File: config.mk
export PLATFORM = sky130hd
export DESIGN_NAME = bpa_ctrl
export DESIGN_NICKNAME = d
export VERILOG_FILES = /design/src/rtl/core/bpa_pkg.sv /design/src/rtl/core/bpa_ctrl.sv
export VERILOG_INCLUDE_DIRS = /design/src /design/src/rtl/core
export SDC_FILE = /design/constraint.sdc
export NUM_CORES = 1
export LEC_CHECK = 0
export BUFFER_PORTS_ARGS = -buffer_cell sky130_fd_sc_hd__buf_2
export CAP_MARGIN = 0
export CORE_ASPECT_RATIO = 1.75
export CORE_MARGIN = 10
export CORE_UTILIZATION = 40
export DETAILED_ROUTE_END_ITERATION = 10
export HOLD_SLACK_MARGIN = 0.02
export SYNTH_ARGS = -nofsm -noshare
export SYNTH_HDL_FRONTEND = slang
export SYNTH_SLANG_ARGS = --single-unit
File: constraint.sdc
create_clock -name i_clk -period 15.54 [get_ports i_clk]
set_input_delay 3.108 -clock i_clk [delete_from_list [all_inputs] [get_ports i_clk]]
set_output_delay 3.108 -clock i_clk [all_outputs]
set_load 0.05 [all_outputs]
File: src/rtl/core/buddy_page_allocator_defines.svh
// Assertion macros for the buddy page allocator.
// Each macro expects i_clk and i_rst_n in the scope where it is used.
`ifndef BUDDY_PAGE_ALLOCATOR_DEFINES_SVH
`define BUDDY_PAGE_ALLOCATOR_DEFINES_SVH
`ifndef SYNTHESIS
`define BPA_ASSERT_IMP(lbl, ante, cons) \
    lbl: assert property (@(posedge i_clk) disable iff (!i_rst_n) (ante) |-> (cons)) \
        else $error("buddy allocator check failed");
`define BPA_ASSERT_NXT(lbl, ante, cons) \
    lbl: assert property (@(posedge i_clk) disable iff (!i_rst_n) (ante) |=> (cons)) \
        else $error("buddy allocator check failed");
`else
`define BPA_ASSERT_IMP(lbl, ante, cons)
`define BPA_ASSERT_NXT(lbl, ante, cons)
`endif
`endif

File: src/rtl/core/bpa_pkg.sv
package bpa_pkg;

    localparam int ORDER_LIMIT = 14;
    localparam int PAGE_W      = 14;
    localparam int CNT_W       = 15;
    localparam int ORD_W       = 5;
    localparam int PAGES       = 1 << ORDER_LIMIT;

    localparam logic [1:0] ST_OK      = 2'd0;
    localparam logic [1:0] ST_NOSPACE = 2'd1;
    localparam logic [1:0] ST_BADSIZE = 2'd2;

    localparam logic CMD_ALLOC = 1'b0;
    localparam logic CMD_FREE  = 1'b1;

    // One entry per page; only meaningful at the first page of a block
    typedef struct packed {
        logic       used;
        logic       free;
        logic [3:0] order;
    } t_blk;

    typedef struct packed {
        logic              we;
        logic [PAGE_W-1:0] waddr;
        t_blk              wdata;
        logic              re;
        logic [PAGE_W-1:0] raddr;
    } t_mem_req;

    function automatic logic [CNT_W-1:0] pow2(input logic [ORD_W-1:0] j);
        pow2 = CNT_W'(1) << j;
    endfunction

    // Index of the highest set bit, zero for zero
    function automatic logic [ORD_W-1:0] msb_idx(input logic [CNT_W-1:0] n);
        logic [ORD_W-1:0] r;
        r = '0;
        for (int b = 0; b < CNT_W; b++) begin
            if (n[b]) r = ORD_W'(b);
        end
        msb_idx = r;
    endfunction

    // Smallest k with 2^k >= n, n nonzero
    function automatic logic [ORD_W-1:0] ceil_order(input logic [CNT_W-1:0] n);
        logic [CNT_W-1:0] m;
        m = n - CNT_W'(1);
        if (n <= CNT_W'(1)) ceil_order = '0;
        else ceil_order = msb_idx(m) + ORD_W'(1);
    endfunction

endpackage

File: src/rtl/core/bpa_ctrl.sv
`include "buddy_page_allocator_defines.svh"
module bpa_ctrl
    import bpa_pkg::*;
(
    input  logic              i_clk,
    input  logic              i_rst_n,
    input  logic              i_in_valid,
    output logic              o_in_ready,
    input  logic              i_command,
    input  logic [CNT_W-1:0]  i_page_count,
    input  logic [PAGE_W-1:0] i_page_index,
    output logic              o_out_valid,
    input  logic              i_out_ready,
    output logic [1:0]        o_status,
    output logic [PAGE_W-1:0] o_block_index,
    output logic [CNT_W-1:0]  o_avail_pages,
    input  logic              i_cfg_wr_en,
    input  logic [CNT_W-1:0]  i_cfg_wr_data,
    output t_mem_req          o_mem_req,
    input  t_blk              i_mem_rd
);

    typedef enum logic [3:0] {
        S_CLR, S_IDLE, S_SCAN, S_SPLIT, S_FCHK, S_MRD, S_MCHK, S_RESP
    } t_state;

    t_state            r_state, n_state;
    logic [PAGE_W-1:0] r_clr, n_clr;
    logic [ORD_W-1:0]  r_top, n_top;
    logic [CNT_W-1:0]  r_free_cnt, n_free_cnt;
    logic [ORD_W-1:0]  r_k, n_k;
    logic [CNT_W-1:0]  r_addr, n_addr;
    logic              r_pend, n_pend;
    logic [PAGE_W-1:0] r_paddr, n_paddr;
    logic              r_found, n_found;
    logic [PAGE_W-1:0] r_best, n_best;
    logic [ORD_W-1:0]  r_j, n_j;
    logic [ORD_W-1:0]  r_o, n_o;
    logic [1:0]        r_st, n_st;
    logic [PAGE_W-1:0] r_idx, n_idx;
    logic              r_out_vld, n_out_vld;
    logic [1:0]        r_out_st, n_out_st;
    logic [PAGE_W-1:0] r_out_idx, n_out_idx;
    logic [CNT_W-1:0]  r_out_free, n_out_free;

    t_mem_req          req;
    logic [ORD_W-1:0]  cfg_top;
    logic [ORD_W-1:0]  rd_ord;
    logic [ORD_W-1:0]  cnt_k;
    logic [PAGE_W-1:0] bud;
    logic              hit;

    assign o_in_ready    = (r_state == S_IDLE);
    assign o_out_valid   = r_out_vld;
    assign o_status      = r_out_st;
    assign o_block_index = r_out_idx;
    assign o_avail_pages = r_out_free;
    assign o_mem_req     = req;

    assign cfg_top = (msb_idx(i_cfg_wr_data) > ORD_W'(ORDER_LIMIT)) ? ORD_W'(ORDER_LIMIT)
                                                                   : msb_idx(i_cfg_wr_data);
    assign rd_ord  = ORD_W'(i_mem_rd.order);
    assign cnt_k   = ceil_order(i_page_count);
    assign bud     = r_paddr ^ PAGE_W'(pow2(r_o));
    assign hit     = r_pend && i_mem_rd.free && (rd_ord >= r_k)
                     && (!r_found || (rd_ord < r_j));

    // Sequence one item through memory reads and writes
    always_comb begin
        n_state    = r_state;
        n_clr      = r_clr;
        n_top      = r_top;
        n_free_cnt = r_free_cnt;
        n_k        = r_k;
        n_addr     = r_addr;
        n_pend     = r_pend;
        n_paddr    = r_paddr;
        n_found    = r_found;
        n_best     = r_best;
        n_j        = r_j;
        n_o        = r_o;
        n_st       = r_st;
        n_idx      = r_idx;
        n_out_vld  = r_out_vld;
        n_out_st   = r_out_st;
        n_out_idx  = r_out_idx;
        n_out_free = r_out_free;
        req        = '0;

        // Drop the delivered result
        if (r_out_vld && i_out_ready) n_out_vld = 1'b0;

        unique case (r_state)
            S_CLR: begin
                req.we    = 1'b1;
                req.waddr = r_clr;
                if (r_clr == '0) begin
                    req.wdata.free  = 1'b1;
                    req.wdata.order = r_top[3:0];
                end
                n_clr = r_clr + PAGE_W'(1);
                if (r_clr == {PAGE_W{1'b1}}) n_state = S_IDLE;
            end
            S_IDLE: begin
                if (i_in_valid) begin
                    n_idx = '0;
                    if (i_page_count == '0) begin
                        n_st    = ST_BADSIZE;
                        n_state = S_RESP;
                    end else if (i_command == CMD_ALLOC) begin
                        n_k     = cnt_k;
                        n_addr  = '0;
                        n_pend  = 1'b0;
                        n_found = 1'b0;
                        if (i_page_count > r_free_cnt || cnt_k > r_top) begin
                            n_st    = ST_NOSPACE;
                            n_state = S_RESP;
                        end else begin
                            n_state = S_SCAN;
                        end
                    end else begin
                        req.re    = 1'b1;
                        req.raddr = i_page_index;
                        n_paddr   = i_page_index;
                        n_k       = cnt_k;
                        n_state   = S_FCHK;
                    end
                end
            end
            S_SCAN: begin
                // Keep the smallest fitting order, lowest address first
                if (hit) begin
                    n_found = 1'b1;
                    n_best  = r_paddr;
                    n_j     = rd_ord;
                end
                if (hit && rd_ord == r_k) begin
                    n_state = S_SPLIT;
                end else if (r_addr < pow2(r_top)) begin
                    req.re    = 1'b1;
                    req.raddr = r_addr[PAGE_W-1:0];
                    n_pend    = 1'b1;
                    n_paddr   = r_addr[PAGE_W-1:0];
                    n_addr    = r_addr + pow2(r_k);
                end else begin
                    n_pend = 1'b0;
                    if (!r_pend) begin
                        if (r_found) begin
                            n_state = S_SPLIT;
                        end else begin
                            n_st    = ST_NOSPACE;
                            n_state = S_RESP;
                        end
                    end
                end
            end
            S_SPLIT: begin
                // Free the upper half at each level, then claim the block
                req.we = 1'b1;
                if (r_j > r_k) begin
                    req.waddr       = r_best | PAGE_W'(pow2(r_j - ORD_W'(1)));
                    req.wdata.free  = 1'b1;
                    req.wdata.order = 4'(r_j - ORD_W'(1));
                    n_j             = r_j - ORD_W'(1);
                end else begin
                    req.waddr       = r_best;
                    req.wdata.used  = 1'b1;
                    req.wdata.order = r_k[3:0];
                    n_free_cnt      = r_free_cnt - pow2(r_k);
                    n_st            = ST_OK;
                    n_idx           = r_best;
                    n_state         = S_RESP;
                end
            end
            S_FCHK: begin
                if (!i_mem_rd.used || rd_ord > r_top || rd_ord != r_k) begin
                    n_st    = ST_BADSIZE;
                    n_state = S_RESP;
                end else begin
                    req.we          = 1'b1;
                    req.waddr       = r_paddr;
                    req.wdata.order = i_mem_rd.order;
                    n_free_cnt      = r_free_cnt + pow2(rd_ord);
                    n_o             = rd_ord;
                    n_state         = S_MRD;
                end
            end
            S_MRD: begin
                if (r_o < r_top) begin
                    req.re    = 1'b1;
                    req.raddr = bud;
                    n_state   = S_MCHK;
                end else begin
                    req.we          = 1'b1;
                    req.waddr       = r_paddr;
                    req.wdata.free  = 1'b1;
                    req.wdata.order = r_o[3:0];
                    n_st            = ST_OK;
                    n_state         = S_RESP;
                end
            end
            S_MCHK: begin
                req.we = 1'b1;
                if (i_mem_rd.free && rd_ord == r_o) begin
                    // Absorb the buddy and climb one level
                    req.waddr       = bud;
                    req.wdata.order = i_mem_rd.order;
                    n_paddr         = r_paddr & ~PAGE_W'(pow2(r_o));
                    n_o             = r_o + ORD_W'(1);
                    n_state         = S_MRD;
                end else begin
                    req.waddr       = r_paddr;
                    req.wdata.free  = 1'b1;
                    req.wdata.order = r_o[3:0];
                    n_st            = ST_OK;
                    n_state         = S_RESP;
                end
            end
            S_RESP: begin
                // Hold until the output register is free
                if (!r_out_vld || i_out_ready) begin
                    n_out_vld  = 1'b1;
                    n_out_st   = r_st;
                    n_out_idx  = r_idx;
                    n_out_free = r_free_cnt;
                    n_state    = S_IDLE;
                end
            end
            default: n_state = S_IDLE;
        endcase

        // A pool write restarts the pool with a clearing pass
        if (i_cfg_wr_en) begin
            n_top      = cfg_top;
            n_free_cnt = pow2(cfg_top);
            n_clr      = '0;
            n_state    = S_CLR;
        end
    end

    always_ff @(posedge i_clk) begin
        if (!i_rst_n) begin
            r_state    <= S_CLR;
            r_clr      <= '0;
            r_top      <= ORD_W'(ORDER_LIMIT);
            r_free_cnt <= pow2(ORD_W'(ORDER_LIMIT));
            r_pend     <= 1'b0;
            r_found    <= 1'b0;
            r_out_vld  <= 1'b0;
        end else begin
            r_state    <= n_state;
            r_clr      <= n_clr;
            r_top      <= n_top;
            r_free_cnt <= n_free_cnt;
            r_pend     <= n_pend;
            r_found    <= n_found;
            r_out_vld  <= n_out_vld;
        end
        r_k        <= n_k;
        r_addr     <= n_addr;
        r_paddr    <= n_paddr;
        r_best     <= n_best;
        r_j        <= n_j;
        r_o        <= n_o;
        r_st       <= n_st;
        r_idx      <= n_idx;
        r_out_st   <= n_out_st;
        r_out_idx  <= n_out_idx;
        r_out_free <= n_out_free;
    end

    `BPA_ASSERT_IMP(a_free_bound, r_state != S_CLR, r_free_cnt <= pow2(r_top))
    `BPA_ASSERT_IMP(a_split_range, r_state == S_SPLIT, r_j >= r_k && r_j <= r_top)
    `BPA_ASSERT_IMP(a_merge_below_top, r_state == S_MCHK, r_o < r_top)
    `BPA_ASSERT_NXT(a_one_item, i_in_valid && o_in_ready && !i_cfg_wr_en, !o_in_ready)

endmodule

# Yosys cells after proc, flatten, opt, wreduce, memory -nomap -nowiden
# Index checks and enable logic that the tools add are counted.
# W data, S select, Z words.
# totals
elab_cells,241
in_bits,56
output_inout_bits,69
ff_bits,146
# op_classes
order_cmp,10
n_reduce_logical,38
muxes,119
n_eq_ne,36
addsub,8
shift,6
n_bitwise,6
# ops
operator,n
$mux W15,16
$mux W5,34
$mux W14,10
$pmux W15 S5,1
$pmux W15 S2,2
$mux W4,12
$pmux W15 S3,1
$shl A1 B5 Y15 const A,3
$pmux W14 S3,1
$ne A2 B2 Y1 const B,18
$pmux W4 S8,1
$add A15 B15 Y15,2
$mux W2,15
$pmux W14 S2,1
$shl A1 B5 Y14 const A,2
$pmux W4 S5,1
$pmux W5 S2,2
$eq A4 B3 Y1 const B,4
$mux W1,16
$gt A15 B15 Y1,1
$le A15 B1 Y1 const B,1
$logic_not A15 Y1,1
$lt A15 B15 Y1,1
$reduce_and A3 Y1,5
other kinds (44),72

# Logic depth before layout (Yosys ltp)
# logic_depth
ltp_word,25
depth_mapped,20

# Least setup slack after synthesis
# OpenSTA, ideal clock, no wires.
# synth_path
path_kind,input port to output port
start,input i_mem_rd[0] (netlist bit)
end,output o_mem_req[21] (netlist bit)
path_buffers,2
t_required_ns,12.432
arrival_time_ns,5.370
stages,10
path_slack_ns,7.062
path_cell_list,clkbuf_1 -> inv_1 -> ha_1 -> nand4_1 -> nand2_1 -> nand4_1 -> a31oi_1 -> a22o_1 -> clkbuf_1 -> a221o_1
# synth_lines
element,line,text
from (decl),bpa_ctrl.sv:20,input t_blk i_mem_rd
to (decl),bpa_ctrl.sv:19,"output t_mem_req o_mem_req,"

==> results.cfg <==
[worst_setup_path]
critical_path_slowest_stage_cell = nor3b_2
critical_path.max_fanout = 15
worst_ep_required_time_ns = 12.43
r2r_start = r_k[3]
critPathMostFrequentCell = buf_2
worst-r2r-setup-slack_ns = 10.95
crit_path_cell_trace = buf_2, inv_1, ha_1, nor3b_2, and3_1, nand3_1, and4_1, a221o_1, buf_2
worst-setup-path-type = in -> out
endpoint_kind = output port
timing.critical_path.from_type = input port
timing.critical_path.buf_inv = 3
worst_path_largest_cell_delay_ns = 0.56
depth_of_the_most_critical_reg_to_reg_path = 15
critical-path-top-delay-family = simple AND/OR/NAND/NOR gates
reg2reg_to = r_free_cnt[14]
cp.arrival_ns = 6.10

[hold_path]
worstHoldEndpoint = o_block_index[3]
min_path_type = reg -> reg
worstHoldPathCells = 0
min-delay-start = r_idx[3]

[route]
vias = 10300
drtPass1Iterations = 5
drt-wirelength-per-cell_um = 22.2
drt-vias-per-instance = 5.95
drc = 0
detail-route-antenna-nets = 0
drt_wl_total_um = 38300
first_iter_violations = 745

[clocking]
holdBufCountCts = 0
numClockSinks = 144
h-tree-depth = 4
cts_post_setup_buffers_inserted = 0
insertion_delay_ns = 0.46
tritoncts = built
clk_transition_reported_paths_ns = 0.06
number_of_buffers_created_by_cts = 17
cts_buffer_depth = 2
root_buffer = clkbuf_16
cts-resized-gates = 0

[timing]
setup_viol = 0
worst_slack_setup_final_ns = 6.33
maxClockFrequency_mhz = 109
timing.final.hold_violations = 0
tns_ns = 0
max_slew.worst_pin.slew_ns = 1.02
clock-skew-final_ns = 0.00651
min_period_over_period_pct = 59.3
timing.final.max_slew_violations = 0
time_the_worst_path_needs_with_i_o_delays_and_setup_ns = 9.21
rsz0062_at_grt = false
max_slew_margin_pct = 31.6

[grt]
grt_util_all_layers_pct = 21.3
grt_first_pass_wirelength_um = 58300
first_global_vias = 10200
initial_antenna_violation_count = 2
grt_overflow_total = 0
grt_max_degree = 43

[power]
power_per_cell_area_nw_per_um2 = 74.5
pwr-share-clk_pct = 45.3
switching_share_pct = 26.8
power.share.combinational_pct = 10.3
vdd.ir_drop.worst_mv = 0.0848
power.leakage_nw = 5.21
intPower_uw = 691
switching_power_uw = 253
p_seq_share_pct = 44.3

[logic_synthesis]
netlist_instances = 1254
yosys.cell_types.count = 76
ys.flop_type = edfxtp_1
synth-seq-area-share_pct = 35.3
postSynthRegisterBits = 144
async_flop_share_pct = 0
synth_edf_count = 105
synth_area_per_cell_um2 = 8.89
synthesis.nets = 1424
synthDominantAreaCellType = edfxtp_1
synthTopCellsByArea = edfxtp_1 (28%), ha_1 (13%), dfxtp_1 (7.0%)
synth_top_cell_area_share_pct = 28.3
synth-warning-count = 0
synth_area_um2 = 11100

[placed_design]
hpwlAfterDp_um = 29900
place.port_buffers = 123
post-place-ws_ns = 6.41
gp_congestion = 0.940

[job]
max-cap-violations = 0

[die]
std_cell_rows = 80
starting_density_of_the_core_pct = 40.6
core_area_um2 = 27400
die_height_um = 241
chipWidth_um = 146
num_io_pins = 125
die_area_um2 = 35200

[finish]
area.growth.synth_to_final_pct = 13.7
postLayoutCoreUtil_pct = 46.2
layout_cells_sized_above_1_pct = 14.6
num-nets-final = 1512

[outcome]
status = complete, no violations
[logic make-up after synthesis]
family	synth area share, %
AO/OA/AOI/OAI	22.0
XOR/XNOR	3.54
adder cells (fa/ha/maj)	12.9
buffers and inverters	4.55
flip-flops	35.3
multiplexers	2.00
AND/OR/NAND/NOR	19.7
[cell usage after synthesis, types with 9 or more instances]
cell type,instances
a211oi_1,13
a21o_1,25
a21oi_1,67
a221o_1,29
a31oi_1,16
and2_1,12
and3_1,23
clkbuf_1,58
dfxtp_1,39
edfxtp_1,105
ha_1,112
inv_1,59
mux2i_1,20
nand2_1,98
nand2b_1,22
nand3_1,56
nand4_1,19
nor2_1,117
nor2b_1,20
nor3_1,36
o211ai_1,14
o21ai_0,83
o31ai_1,11
or2_2,9
xnor2_1,23
xor2_1,22
[flip-flops by register name (all words and copies together), names as in the netlist]
signal / cells
o_avail_pages: 15
o_block_index: 14
o_out_valid: 1
o_status: 2
r_addr: 15
r_best: 14
r_clr: 14
r_found: 1
r_free_cnt: 15
r_idx: 14
r_j: 5
r_k: 5
r_o: 5
r_paddr: 14
r_pend: 1
r_st: 2
r_state: 3
r_top: 4
[power groups by stage]
stage	registers, mW	clock network, mW	logic, mW
floorplan	0.423	0	0.0667
global placement	0.427	0	0.0946
detailed placement	0.427	0	0.0966
CTS	0.418	0.436	0.0972
global route	0.419	0.447	0.108
finish	0.418	0.428	0.0976
[worst reg2reg max path: stages, from the launching register on]
cell and delay [ns]:
edfxtp_1 0.52, or2_2 0.45, nor2_1 0.23, nand3_1 0.28
ha_1 0.46, xnor2_1 0.22, nand2_1 0.07, o41ai_1 0.13
ha_1 0.40, a21oi_1 0.29, o2111ai_1 0.26, a41oi_1 0.41
nor2_1 0.11, a2111o_1 0.38, a21oi_1 0.16, o32a_1 0.17
[cell type report]
type	instances	area [um2]
repair buffers	137	721
multi-input cells	983	6730
clock buffers	17	425
fillers	2742	14800
flip-flops and latches	144	3940
well taps	369	462
inverters	59	221
clock inverters	15	173
diodes	1	2.50
[cells in the final DEF (no fill, tap or decap), types with 20 or more instances in the layout]
master,count
nor3_1,35
and3_1,23
a221o_1,29
mux2i_1,20
o21ai_0,83
nand2_1,98
nand2b_1,22
a21oi_1,67
nand3_1,56
xnor2_1,23
a21o_1,25
xor2_1,22
edfxtp_1,105
nor2_1,116
dfxtp_1,38
inv_1,59
buf_2,123
ha_1,112
[metrics by stage]
step	instance area (um2)	total power [mW]	hold slack, ns	std cells
final	12700	0.944	0.419	1725
after CTS	12700	0.951	0.420	1724
after global routing	12700	0.974	0.424	1725
after detailed placement	12100	0.523	0.405	1692
after floorplan	11100	0.490	0.400	1254
after global placement	12100	0.522	0.403	1692
[routing by layer]
metal | part of all wire, % | vias to the layer above | track usage [%]
met2 | 52 | 383 | 39.6
li1 | - | 4904 | -
met5 | 0.018 | - | 0
met4 | 6.8 | 2 | 14.8
met1 | 36 | 4865 | 21.1
met3 | 4.7 | 115 | 3.68
[worst max path at each step]
stage / start / to / slack [ns] / depth (start not counted)
4_1_cts: i_page_count[0] / o_mem_req[13] / 6.40 / 9
3_5_place_dp: i_page_count[0] / o_mem_req[13] / 6.41 / 9
6_report: i_page_count[0] / o_mem_req[13] / 6.33 / 9
3_3_place_gp: i_page_count[0] / o_mem_req[13] / 6.45 / 9
2_1_floorplan: i_mem_rd[0] / o_mem_req[21] / 7.06 / 10
5_1_grt: i_page_count[0] / o_mem_req[13] / 6.17 / 9
(Power assumes the default switching activity.)
